==> config.mk <==
export PLATFORM = sky130hd
export DESIGN_NAME = mvws_ctrl
export DESIGN_NICKNAME = d
export VERILOG_FILES = /design/src/mvws_pkg.sv /design/src/mvws_ctrl.sv
export SDC_FILE = /design/constraint.sdc
export NUM_CORES = 1
export LEC_CHECK = 0
export BUFFER_PORTS_ARGS = -buffer_cell sky130_fd_sc_hd__clkbuf_2
export CORE_AREA = 2 2 39 41
export DETAILED_ROUTE_END_ITERATION = 8
export DIE_AREA = 0 0 41 43
export PLACE_DENSITY = 0.71
export SLEW_MARGIN = 20
export SYNTH_ARGS = -nofsm -noshare
export SYNTH_HDL_FRONTEND = slang
export SYNTH_SLANG_ARGS = --single-unit
==> constraint.sdc <==
create_clock -name clk -period 1.95 [get_ports clk]
set_input_delay 0.195 -clock clk [delete_from_list [all_inputs] [get_ports clk]]
set_output_delay 0.195 -clock clk [all_outputs]
set_load 0.03 [all_outputs]
==> src/mvws_pkg.sv <==
// ----------------------------------------------------------------------------
// mvws_pkg: shared types, constants and step table
// voice and wave sizes, command/status structs and the note phase-step rom
// ----------------------------------------------------------------------------
package mvws_pkg;

	localparam int VOICE_COUNT = 64;
	localparam int WAVE_DEPTH = 2048;
	localparam int VW = (VOICE_COUNT > 1) ? $clog2(VOICE_COUNT) : 1;
	localparam int WA = $clog2(WAVE_DEPTH);
	localparam int PROD_W = 23;
	localparam int ACC_W = PROD_W + $clog2(VOICE_COUNT) + 1;

	localparam logic [1:0] OP_MIDI = 2'd0;
	localparam logic [1:0] OP_TICK = 2'd1;
	localparam logic [1:0] OP_WAVE = 2'd2;

	localparam logic [3:0] MT_NOTE_OFF = 4'h8;
	localparam logic [3:0] MT_NOTE_ON = 4'h9;
	localparam logic [3:0] MT_CTRL = 4'hB;
	localparam logic [3:0] MT_BEND = 4'hE;

	typedef enum logic [1:0] {
		EV_NONE,
		EV_ON,
		EV_OFF,
		EV_OFF_ALL
	} ev_t;

	typedef struct packed {
		logic [6:0] note;
		logic [3:0] chan;
		logic [5:0] vel;
		logic [31:0] phase;
		logic [31:0] step;
	} voice_t;

	typedef struct packed {
		logic load;
		logic parse;
		logic wave_wr;
		logic v_clr;
		logic v_inc;
		logic claim;
		logic release_one;
		logic ph_upd;
		logic quo_ld;
		logic prod_ld;
		logic acc_clr;
		logic acc_add;
		logic out_ld;
	} cmd_t;

	typedef struct packed {
		logic [1:0] op;
		ev_t ev;
		logic act;
		logic last;
		logic match;
	} sts_t;

	// float32 emulation used only to build the step table at elaboration
	typedef struct packed {
		logic [63:0] m;
		logic signed [31:0] e;
	} sf_t;

	typedef struct packed {
		logic [63:0] q;
		logic [63:0] r;
	} div_t;

	localparam int unsigned SEMITONE [12] = '{
		1000000, 1059463, 1122462, 1189207, 1259921, 1334840,
		1414214, 1498307, 1587401, 1681793, 1781797, 1887749
	};

	function automatic sf_t sf_round(logic [63:0] q, int e, logic sticky);
		sf_t r;
		int s;
		logic [63:0] kept;
		logic [63:0] low;
		logic guard;
		logic stk;
		s = 0;
		stk = sticky;
		while ((q >> s) >= 64'd16777216) s++;
		if (s > 0) begin
			kept = q >> s;
			guard = q[s-1];
			low = q & ((64'd1 << (s - 1)) - 64'd1);
			if (low != 64'd0) stk = 1'b1;
			if (guard && (stk || kept[0])) kept = kept + 64'd1;
			if ((kept >> 24) != 64'd0) begin
				kept = kept >> 1;
				s++;
			end
			r.m = kept;
			r.e = 32'(e + s);
		end else begin
			r.m = q;
			r.e = 32'(e);
		end
		return r;
	endfunction

	function automatic div_t udiv(logic [63:0] n, logic [63:0] d);
		div_t res;
		logic [63:0] rem;
		rem = 64'd0;
		res.q = 64'd0;
		for (int i = 63; i >= 0; i--) begin
			rem = {rem[62:0], n[i]};
			if (rem >= d) begin
				rem = rem - d;
				res.q[i] = 1'b1;
			end
		end
		res.r = rem;
		return res;
	endfunction

	function automatic sf_t sf_mul(sf_t a, sf_t b);
		return sf_round(a.m * b.m, int'(a.e) + int'(b.e), 1'b0);
	endfunction

	function automatic sf_t sf_recip(sf_t d);
		div_t dv;
		dv = udiv(64'd1 << 50, d.m);
		return sf_round(dv.q, -50 - int'(d.e), dv.r != 64'd0);
	endfunction

	function automatic sf_t sf_ratio(int unsigned mil);
		logic [63:0] n;
		n = 64'(mil) << 24;
		return sf_round(n / 64'd1000000, -24, (n % 64'd1000000) != 64'd0);
	endfunction

	function automatic logic [31:0] sf_trunc(sf_t f);
		logic [63:0] t;
		if (f.e >= 0) begin
			if (f.e >= 8) return 32'hFFFF_FFFF;
			t = f.m << f.e;
			return t[31:0];
		end
		if (f.e <= -63) return 32'd0;
		t = f.m >> (-f.e);
		return t[31:0];
	endfunction

	function automatic logic [127:0][31:0] build_step_rom();
		logic [127:0][31:0] rom;
		logic [63:0] n32;
		sf_t scale;
		sf_t a4;
		sf_t mult;
		sf_t d;
		int w;
		n32 = 64'd1 << 56;
		scale = sf_round(n32 / 64'd48000, -24, (n32 % 64'd48000) != 64'd0);
		a4.m = 64'd440;
		a4.e = 32'sd0;
		for (int n = 0; n < 128; n++) begin
			w = n - 69;
			if (w >= 0) begin
				mult = sf_ratio(SEMITONE[w % 12]);
				mult.e = mult.e + 32'(w / 12);
			end else begin
				w = -w;
				d = sf_ratio(SEMITONE[w % 12]);
				d.e = d.e + 32'(w / 12);
				mult = sf_recip(d);
			end
			rom[n] = sf_trunc(sf_mul(sf_mul(a4, mult), scale));
		end
		return rom;
	endfunction

	localparam logic [127:0][31:0] STEP_ROM = build_step_rom();

endpackage

==> src/mvws_ctrl.sv <==
// ----------------------------------------------------------------------------
// mvws_ctrl: sequencer
// walks the voices for note-on, note-off and sample ticks
// ----------------------------------------------------------------------------
module mvws_ctrl (
	input  logic            clk,
	input  logic            arst_n,
	input  logic            start,
	input  mvws_pkg::sts_t  sts,
	output mvws_pkg::cmd_t  cmd,
	output logic            busy,
	output logic            result_valid
);
	import mvws_pkg::*;

	typedef enum logic [3:0] {
		S_IDLE,
		S_DECODE,
		S_MIDI_EV,
		S_ON_CHK,
		S_OFF_RD,
		S_OFF_CMP,
		S_T_RD,
		S_T_PH,
		S_T_MOD1,
		S_T_MOD2,
		S_T_MUL,
		S_T_ACC,
		S_T_OUT
	} state_t;

	state_t state_q;
	logic valid_q;

	assign busy = (state_q != S_IDLE);
	assign result_valid = valid_q;

	always_comb begin
		cmd = '0;
		case (state_q)
			S_IDLE: cmd.load = start;
			S_DECODE: begin
				cmd.parse = (sts.op == OP_MIDI);
				cmd.wave_wr = (sts.op == OP_WAVE);
				cmd.v_clr = 1'b1;
				cmd.acc_clr = (sts.op == OP_TICK);
			end
			S_ON_CHK: begin
				cmd.claim = !sts.act;
				cmd.v_inc = sts.act && !sts.last;
			end
			S_OFF_RD: cmd.v_inc = !sts.act && !sts.last;
			S_OFF_CMP: begin
				cmd.release_one = sts.match;
				cmd.v_inc = !sts.last && !(sts.match && sts.ev == EV_OFF);
			end
			S_T_RD: cmd.v_inc = !sts.act && !sts.last;
			S_T_PH: cmd.ph_upd = 1'b1;
			S_T_MOD1: cmd.quo_ld = 1'b1;
			S_T_MUL: cmd.prod_ld = 1'b1;
			S_T_ACC: begin
				cmd.acc_add = 1'b1;
				cmd.v_inc = !sts.last;
			end
			S_T_OUT: cmd.out_ld = 1'b1;
			default: cmd = '0;
		endcase
	end

	always_ff @(posedge clk or negedge arst_n) begin
		if (!arst_n) begin
			state_q <= S_IDLE;
			valid_q <= 1'b0;
		end else begin
			valid_q <= 1'b0;
			case (state_q)
				S_IDLE: if (start) state_q <= S_DECODE;
				S_DECODE: begin
					case (sts.op)
						OP_MIDI: state_q <= S_MIDI_EV;
						OP_TICK: state_q <= S_T_RD;
						default: state_q <= S_IDLE;
					endcase
				end
				S_MIDI_EV: begin
					case (sts.ev)
						EV_ON: state_q <= S_ON_CHK;
						EV_OFF, EV_OFF_ALL: state_q <= S_OFF_RD;
						default: state_q <= S_IDLE;
					endcase
				end
				S_ON_CHK: if (!sts.act || sts.last) state_q <= S_IDLE;
				S_OFF_RD: begin
					if (sts.act) state_q <= S_OFF_CMP;
					else if (sts.last) state_q <= S_IDLE;
				end
				S_OFF_CMP: begin
					if (sts.last || (sts.match && sts.ev == EV_OFF)) state_q <= S_IDLE;
					else state_q <= S_OFF_RD;
				end
				S_T_RD: begin
					if (sts.act) state_q <= S_T_PH;
					else if (sts.last) state_q <= S_T_OUT;
				end
				S_T_PH: state_q <= S_T_MOD1;
				S_T_MOD1: state_q <= S_T_MOD2;
				S_T_MOD2: state_q <= S_T_MUL;
				S_T_MUL: state_q <= S_T_ACC;
				S_T_ACC: state_q <= sts.last ? S_T_OUT : S_T_RD;
				S_T_OUT: begin
					valid_q <= 1'b1;
					state_q <= S_IDLE;
				end
				default: state_q <= S_IDLE;
			endcase
		end
	end

endmodule

---- Word level (Yosys, flattened, before mapping) ----
Cells that the tools add are included.
operators by class
  equality and inequality tests ........... 21
  mux-type cells .......................... 22
  reduce and logical (&&, ||, !) cells .... 15
operators by type and width
  operator              count
  $pmux W4 S12          1
  $mux W4               7
  $eq A4 B4 Y1 const B  5
  $eq A4 B3 Y1 const B  4
  $pmux W3 S2           2
  $mux W1               9
  $eq A4 B2 Y1 const B  2
  $eq A2 B2 Y1 const B  3
  $mux W3               2
  $ne A3 B3 Y1 const B  2
  $eq A2 B1 Y1 const B  2
  $eq A4 B1 Y1 const B  1
  $logic_and A1 B1 Y1   4
  $logic_not A4 Y1      1
  $ne A2 B2 Y1 const B  2
  $pmux W1 S4           1
  $reduce_and A4 Y1     1
  $reduce_bool A4 Y1    1
  $reduce_or A2 Y1      2
  $logic_not A1 Y1      3
  $logic_not A2 Y1      1
  $logic_or A1 B1 Y1    2
storage, ports and cells
  register bits ........................... 5

---- Longest topological paths before layout ----
Gate-level depths: netlist (run 1).
  depth in word-level cells ............... 5
  depth in mapped cells ................... 7
  depth with buffers taken out ............ 6

---- Worst setup path after synthesis (run 1) ----
OpenSTA, ideal clock, no wires.
  kind .................................... register -> register
  start point ............................. register state_q[2]
  end point ............................... register state_q[2]
  library setup time ...................... 0.066 ns
  data arrival time ....................... 1.904 ns
  required time ........................... 1.884 ns
  slack ................................... -0.020 ns
  stages on the path, launching flop included .. 7
  path buffers ............................ 0
  period minus slack after synthesis ...... 1.970 ns
  path through ............................ dfrtp_1 inv_1 ha_1 nand3b_1 nor3b_1 or4_1 a22o_1
on the way
  cells in the longest elaborated chain, start to end .. 3
RTL lines
  item                                                           RTL line          RTL
  start, declared                                                mvws_ctrl.sv:32   state_t state_q;
  start signal, assigned                                         mvws_ctrl.sv:109  S_T_ACC: state_q <= sts.last ? S_T_OUT : S_T_RD;
  $eq A4 B3 Y1, or another cell as far along                     mvws_ctrl.sv:76   case (state_q)
  $ne A3 B3 Y1 (no line) / $ne A2 B2 Y1 (equally long branches)  -
  $reduce_and A4 Y1 (no line)                                    -
Several ways; a longest one is shown, not always the timed one.
A chain may end at the register's enable or synchronous reset.

==> results of run 1 <==
[metal layers]
layer | up-vias | GRT usage [%] | wire length [µm]
met5 | - | 0 | 0
met4 | 0 | 2.00 | 0
met3 | 0 | 4.71 | 91
met2 | 24 | 32.8 | 792
met1 | 304 | 30.7 | 736
li1 | 335 | - | -
[worst max-delay path, stage by stage (launching register included)]
cell and delay, ps:
dfrtp_1 430, inv_2 120, ha_4 160, or3b_1 390
a21oi_2 160, buf_4 170
[layout make-up]
class                           count  area [µm²]  share of cell area (%)
Clock buffer                        4        26.3                    3.26
Inverter                            5        18.8                    2.33
Multi-Input combinational cell     60         423                    52.4
Sequential cell                     5         126                    15.7
Tap cell                           16        20.0                    2.48
Timing Repair Buffer               33         193                    23.9
[synth_stat cells, types with 2 or more instances]
master	number	area, µm²
a21o_1	2	15.0
a21oi_1	10	50.1
a22o_1	3	26.3
and2_1	2	12.5
and3_1	4	25.0
clkbuf_1	5	18.8
dfrtp_1	5	125
ha_1	4	50.1
inv_1	5	18.8
nand2_1	5	18.8
nand3_1	2	10.0
nand3b_1	4	30.0
nor2_1	5	18.8
nor2b_1	2	12.5
nor3_1	3	15.0
nor3b_1	2	15.0
o21ai_0	2	10.0
[power breakdown]
part           internal, mW  switching (mW)  total, mW
registers             0.136          0.0582      0.194
clock network        0.0776          0.0463      0.124
logic                 0.358           0.463      0.821
total                 0.571           0.567       1.14
[path summary, 6_finish.rpt]
check	start	to	slack, ps
hold reg to reg	state_q[2]	state_q[2]	590
setup reg to reg	state_q[3]	state_q[1]	180
setup / recovery	state_q[3]	cmd[8]	90
min in group asynchronous	arst_n	state_q[0]	300
hold / removal	sts[1]	state_q[0]	230
max in group asynchronous	arst_n	state_q[2]	1490
[cells by family (layout without fill, tap and decap cells)]
logic type	Yosys count	count (layout)	share of synthesized area, %
simple gates	34	34	34.6
compound gates	22	22	25.1
buf+inv	12	42	9.47
flops	5	5	22.0
fa+ha+maj	4	4	8.81
[stage by stage]
step / hold WS, ps / instances
after floorplan: -101 / 77
after global placement: 15.0 / 118
after detailed placement: 23.0 / 118
after CTS: 213 / 123
after global routing: 238 / 123
final: 232 / 123
[registers in the layout (all words and copies together) (netlist names)]
register / cells
state_q: 4
result_valid: 1
[repair_timing]
action | in CTS | in global routing
resized for setup | 2 | 8
setup endpoints to repair | 1 | 1
hold buffers | 1 | 0
endpoints found under the hold margin | 5 | 0
pin swaps | 0 | 0
buffers inserted | 0 | 0
==> qor.tcl, run 1 <==
set qor(final_area_um2) 807
set qor(fraction_of_final_layout_cells_sized_beyond_drive_strength_1_pct) 40.2
set qor(globalRouteOverflowTotal) 0
set qor(area_of_the_placeable_core_mm2) 0.00138
set qor(ys_ff_latch) 5
set qor(final_cell_mix) {23 x clkbuf_2, 9 x a21oi_1, 9 x buf_4, 5 x nor2_1, 5 x nand2_1}
set qor(place.port_buffers) 24
set qor(min_period_over_period_pct) 95.3
set qor(ctsRootBufferMaster) {clkbuf_4}
set qor(min_delay_path_depth) 2
set qor(final-max-slew-violation-count) 0
set qor(p_total_mw) 1.14
set qor(worst-r2r-cell-count) 6
set qor(layout_min_cycle_time_ps) 1860
set qor(powerDensity_mw_per_mm2) 1410
set qor(num_antenna_cells) 0
set qor(groute.usage.overall_pct) 21.3
set qor(worst_ir_drop_vdd_uv) 571
set qor(finalCoreUtilization_pct) 58.3
set qor(timing.fmax_mhz) 538
set qor(clock-sinks) 5
set qor(chipHeight_um) 43
set qor(finalClockSkew_ps) 3.57
set qor(slew_headroom_pct) 82.9
set qor(crit_path_max_fanout) 6
set qor(ctsLongestPathBuffers) 2
set qor(grt_pass1_vias) 606
set qor(cts_max_level) 1
set qor(clkTransAtPathRegs_ps) 50
set qor(layout.nets) 122
set qor(synthesis.area_per_instance_um2) 7.38
set qor(die_area_mm2) 0.00176
set qor(postSynthNetCount) 91
set qor(syn2layout_area_growth_pct) 42.1
set qor(final_hold_viol_count) 0
set qor(critPathKind) {reg -> out}
set qor(drv_cap) 0
set qor(gp_congestion) 0.870
set qor(num_rows) 14
set qor(synth.yosys.seq_area_share_pct) 22.0
set qor(leakagePower_nw) 0.414
set qor(synth_cell_types) 29
set qor(worst-slew-pin-transition_ps) 254
set qor(largest_net_degree_at_the_start_of_global_routing) 13
set qor(final.setup.worst_slack_ps) 91.5
set qor(post-route-drc-count) 0
set qor(clkLatencyLatePin_ps) 240
set qor(routed-via-count) 663
set qor(synth_warnings) 0
set qor(synth_enable_flop_cells) 0
set qor(wirelength_mm) 1.62
set qor(synth_area_um2) 568
set qor(synth_top_flop_cell) {dfrtp_1}
set qor(chipWidth_um) 41
set qor(status) {finished clean}
set qor(number_of_antenna_violations_at_the_first_check_in_global_routing) 0
set qor(syn_inst) 77
set qor(unrepaired_setup_endpoints_after_global_routing) {false}
set qor(dr.first_iter.drc_count) 17
set qor(placement.cell_area_um2) 738
set qor(hpwlAfterDp_mm) 1.21
set qor(number_of_buffers_added_by_the_clock_tree_synthesis_step) 3
set qor(firstDrtPassIters) 4
set qor(postSynth.asyncResetShare_pct) 100
set qor(via_per_inst) 5.39
set qor(setup_viol_count_final) 0
set qor(pin_count) 25
set qor(grt_first_pass_wirelength_mm) 2.68
set qor(worstPathRequired_ps) 1750
set qor(cts_tree) {yes}
set qor(final_common_cell) {clkbuf_2}
set qor(ant_nets) 0
set qor(final_layout_fill_cell_count) 138
set qor(initial_core_utilization_pct) 41.0
set qor(setup_total_negative_slack_ps) 0
set qor(hold_class) {in -> reg}
set qor(detail_route.wl_per_cell_um) 13.2
set qor(critPathArrivalTime_ps) 1660
set qor(critPathLaunchType) {flip-flop}
set qor(critical_path.endpoint_type) {output pin}
set qor(dpl_worst_slack_ps) 95.6
No activity file was read; power rests on OpenSTA's default activity.
==> inputs of run 2 (changes only) <==
- CTS_CLUSTER_SIZE: unset -> 10
- RECOVER_POWER: unset -> 100
==> run 2 against run 1 <==
- wire length fell by 1.6%
- clock power barely moved
- worst setup slack got worse by 7.3 ps
==> qor.tcl, run 2 (synthesized netlist as in run 1, its figures left out) <==
set qor(cts_max_level) 1 ;# unchanged
set qor(setup_total_negative_slack_ps) 0 ;# unchanged
set qor(timing.hold.worst.start) {sts[1]}
set qor(dpl_worst_slack_ps) 95.6 ;# unchanged
set qor(globalRouteOverflowTotal) 0 ;# unchanged
set qor(min_period_over_period_pct) 95.7 ;# +0.38 points
set qor(clock-sinks) 5 ;# unchanged
set qor(unrepaired_setup_endpoints_after_global_routing) {false}
set qor(syn2layout_area_growth_pct) 38.8
set qor(num_antenna_cells) 0 ;# unchanged
set qor(critical_path.endpoint_type) {output pin}
set qor(final_cell_mix) {15 x clkbuf_2, 10 x clkbuf_1, 9 x a21oi_1, 8 x buf_4}
set qor(groute.usage.overall_pct) 21.3 ;# unchanged
set qor(max_reg_flops) 4 ;# unchanged
set qor(finalClockSkew_ps) 2.75 ;# -0.825 ps
set qor(powerDensity_mw_per_mm2) 1410 ;# -0.39%
set qor(leakagePower_nw) 0.382 ;# -7.8%
set qor(die_area_mm2) 0.00176 ;# unchanged
set qor(final.setup.worst_slack_ps) 84.2 ;# -7.32 ps
set qor(largest_net_degree_at_the_start_of_global_routing) 13 ;# unchanged
set qor(chipHeight_um) 43 ;# unchanged
set qor(pin_count) 25 ;# unchanged
set qor(finalCoreUtilization_pct) 57.0 ;# -1.4 points
set qor(switching_share_pct) 50.6 ;# +0.80 points
set qor(worstPathRequired_ps) 1750 ;# about the same
set qor(place.port_buffers) 24 ;# unchanged
set qor(ctsRootBufferMaster) {clkbuf_4}
set qor(area_of_the_placeable_core_mm2) 0.00138 ;# unchanged
set qor(gp_congestion) 0.870 ;# unchanged
set qor(fraction_of_final_layout_cells_sized_beyond_drive_strength_1_pct) 30.8 ;# -9.3 points
set qor(critPathKind) {reg -> out}
set qor(post-route-drc-count) 0 ;# unchanged
set qor(worst-slew-pin-transition_ps) 370 ;# +115 ps
set qor(ctsLongestPathBuffers) 2 ;# unchanged
set qor(layout.nets) 122 ;# unchanged
set qor(hold_class) {in -> reg}
set qor(critPathLaunchType) {flip-flop}
set qor(regToRegEndpoint) {state_q[1]}
set qor(final_common_cell) {clkbuf_2}
set qor(cts_tree) {yes}
set qor(grt_first_pass_wirelength_mm) 2.68 ;# unchanged
set qor(status) {finished clean}
set qor(setup_viol_count_final) 0 ;# unchanged
set qor(seq_power_share_pct) 17.5 ;# +0.5 points
set qor(number_of_buffers_added_by_the_clock_tree_synthesis_step) 3 ;# unchanged
set qor(initial_core_utilization_pct) 41.0 ;# unchanged
set qor(power.clock.fraction_pct) 11.1 ;# +0.2 points
set qor(layout_min_cycle_time_ps) 1870 ;# +7.32 ps
set qor(combinational_fraction_of_design_power_pct) 71.4 ;# -0.7 points
set qor(min_delay_path_depth) 2 ;# unchanged
set qor(critPathArrivalTime_ps) 1670 ;# about the same
set qor(worst-r2r-cell-count) 6 ;# unchanged
set qor(clkLatencyLatePin_ps) 240 ;# about the same
set qor(clkTransAtPathRegs_ps) 50 ;# about the same
set qor(firstDrtPassIters) 4 ;# unchanged
set qor(power_report.internal_total_uw) 547 ;# -4.3%
set qor(number_of_antenna_violations_at_the_first_check_in_global_routing) 0 ;# unchanged
set qor(crit_path_max_fanout) 6 ;# unchanged
set qor(hpwlAfterDp_mm) 1.21 ;# unchanged
set qor(routed-via-count) 679 ;# +2.4%
set qor(detail_route.wl_per_cell_um) 13.0 ;# -1.6%
set qor(timing.fmax_mhz) 536 ;# -0.39%
set qor(worst_ir_drop_vdd_uv) 561 ;# -1.8%
set qor(slew_headroom_pct) 75.5 ;# -7.4 points
set qor(chipWidth_um) 41 ;# unchanged
set qor(timing.hold.worst_endpoint) {state_q[0]}
set qor(rr_startpoint) {state_q[3]}
set qor(ant_nets) 0 ;# unchanged
set qor(grt_pass1_vias) 606 ;# unchanged
set qor(reg2reg_setup_slack_ps) 180 ;# about the same
set qor(num_rows) 14 ;# unchanged
set qor(dr.first_iter.drc_count) 16 ;# -1
set qor(drv_cap) 0 ;# unchanged
set qor(final_hold_viol_count) 0 ;# unchanged
set qor(via_per_inst) 5.52 ;# +2.4%
set qor(wirelength_mm) 1.60 ;# -1.6%
set qor(final-max-slew-violation-count) 0 ;# unchanged
set qor(switching_power_uw) 561 ;# -1.1%
set qor(top_register) {state_q}
==> run 2: metal layers <==
| metal | share of wire [%] | routed length, µm | track usage [%] |
|---|---|---|---|
| met5 | 0 | 0 | 0 |
| met1 | 45 | 718 | 30.7 |
| met3 | 6.1 | 97 | 4.71 |
| met4 | 0 | 0 | 2.00 |
| met2 | 49 | 779 | 32.8 |
==> run 2: critical path, cell delays in order (launching register included) <==
cell and delay (ps):
dfrtp_2 440, inv_2 100, ha_1 270, buf_4 180
and2_1 120, clkbuf_1 310
==> run 2: through the flow <==
stage | area (µm²) | power [mW] | cells | hold slack [ps]
2_1_floorplan | 573 | 0.714 | 77 | -101
5_1_grt | 788 | 1.22 | 123 | 238
3_5_place_dp | 738 | 0.950 | 118 | 23.0
6_report | 788 | 1.11 | 123 | 244
4_1_cts | 779 | 1.09 | 123 | 213
3_3_place_gp | 738 | 0.951 | 118 | 15.0
==> run 2: power groups by stage <==
stage | clock [mW] | sequential (mW) | combinational, mW
detailed placement | 0 | 0.183 | 0.768
finish | 0.123 | 0.194 | 0.791
CTS | 0.130 | 0.183 | 0.780
global placement | 0 | 0.187 | 0.763
floorplan | 0 | 0.159 | 0.555
global route | 0.134 | 0.200 | 0.882
==> run 2: worst max path at each step <==
stage | start | endpoint | slack, ps | cells after the start
floorplan | state_q[3] | cmd[8] | 130 | 5
global placement | state_q[2] | state_q[2] | 90 | 6
detailed placement | state_q[2] | state_q[2] | 100 | 6
CTS | state_q[3] | cmd[8] | 3 | 5
global route | state_q[2] | cmd[8] | 2 | 8
finish | state_q[2] | cmd[4] | 80 | 5
==> run 2: repair_timing <==
item	CTS	global route
resized for setup	2	8
pin swaps	0	0
setup endpoints to repair	1	1
hold buffers	1	0
setup buffers	0	0
hold endpoints to repair	5	0
==> run 2: layout make-up <==
| type | count | area (µm²) |
|---|---|---|
| Multi-Input combinational cell | 60 | 418 |
| Tap cell | 16 | 20.0 |
| Clock buffer | 4 | 26.3 |
| Fill cell | 142 | 596 |
| Inverter | 5 | 18.8 |
| Sequential cell | 5 | 126 |
| Timing Repair Buffer | 33 | 179 |
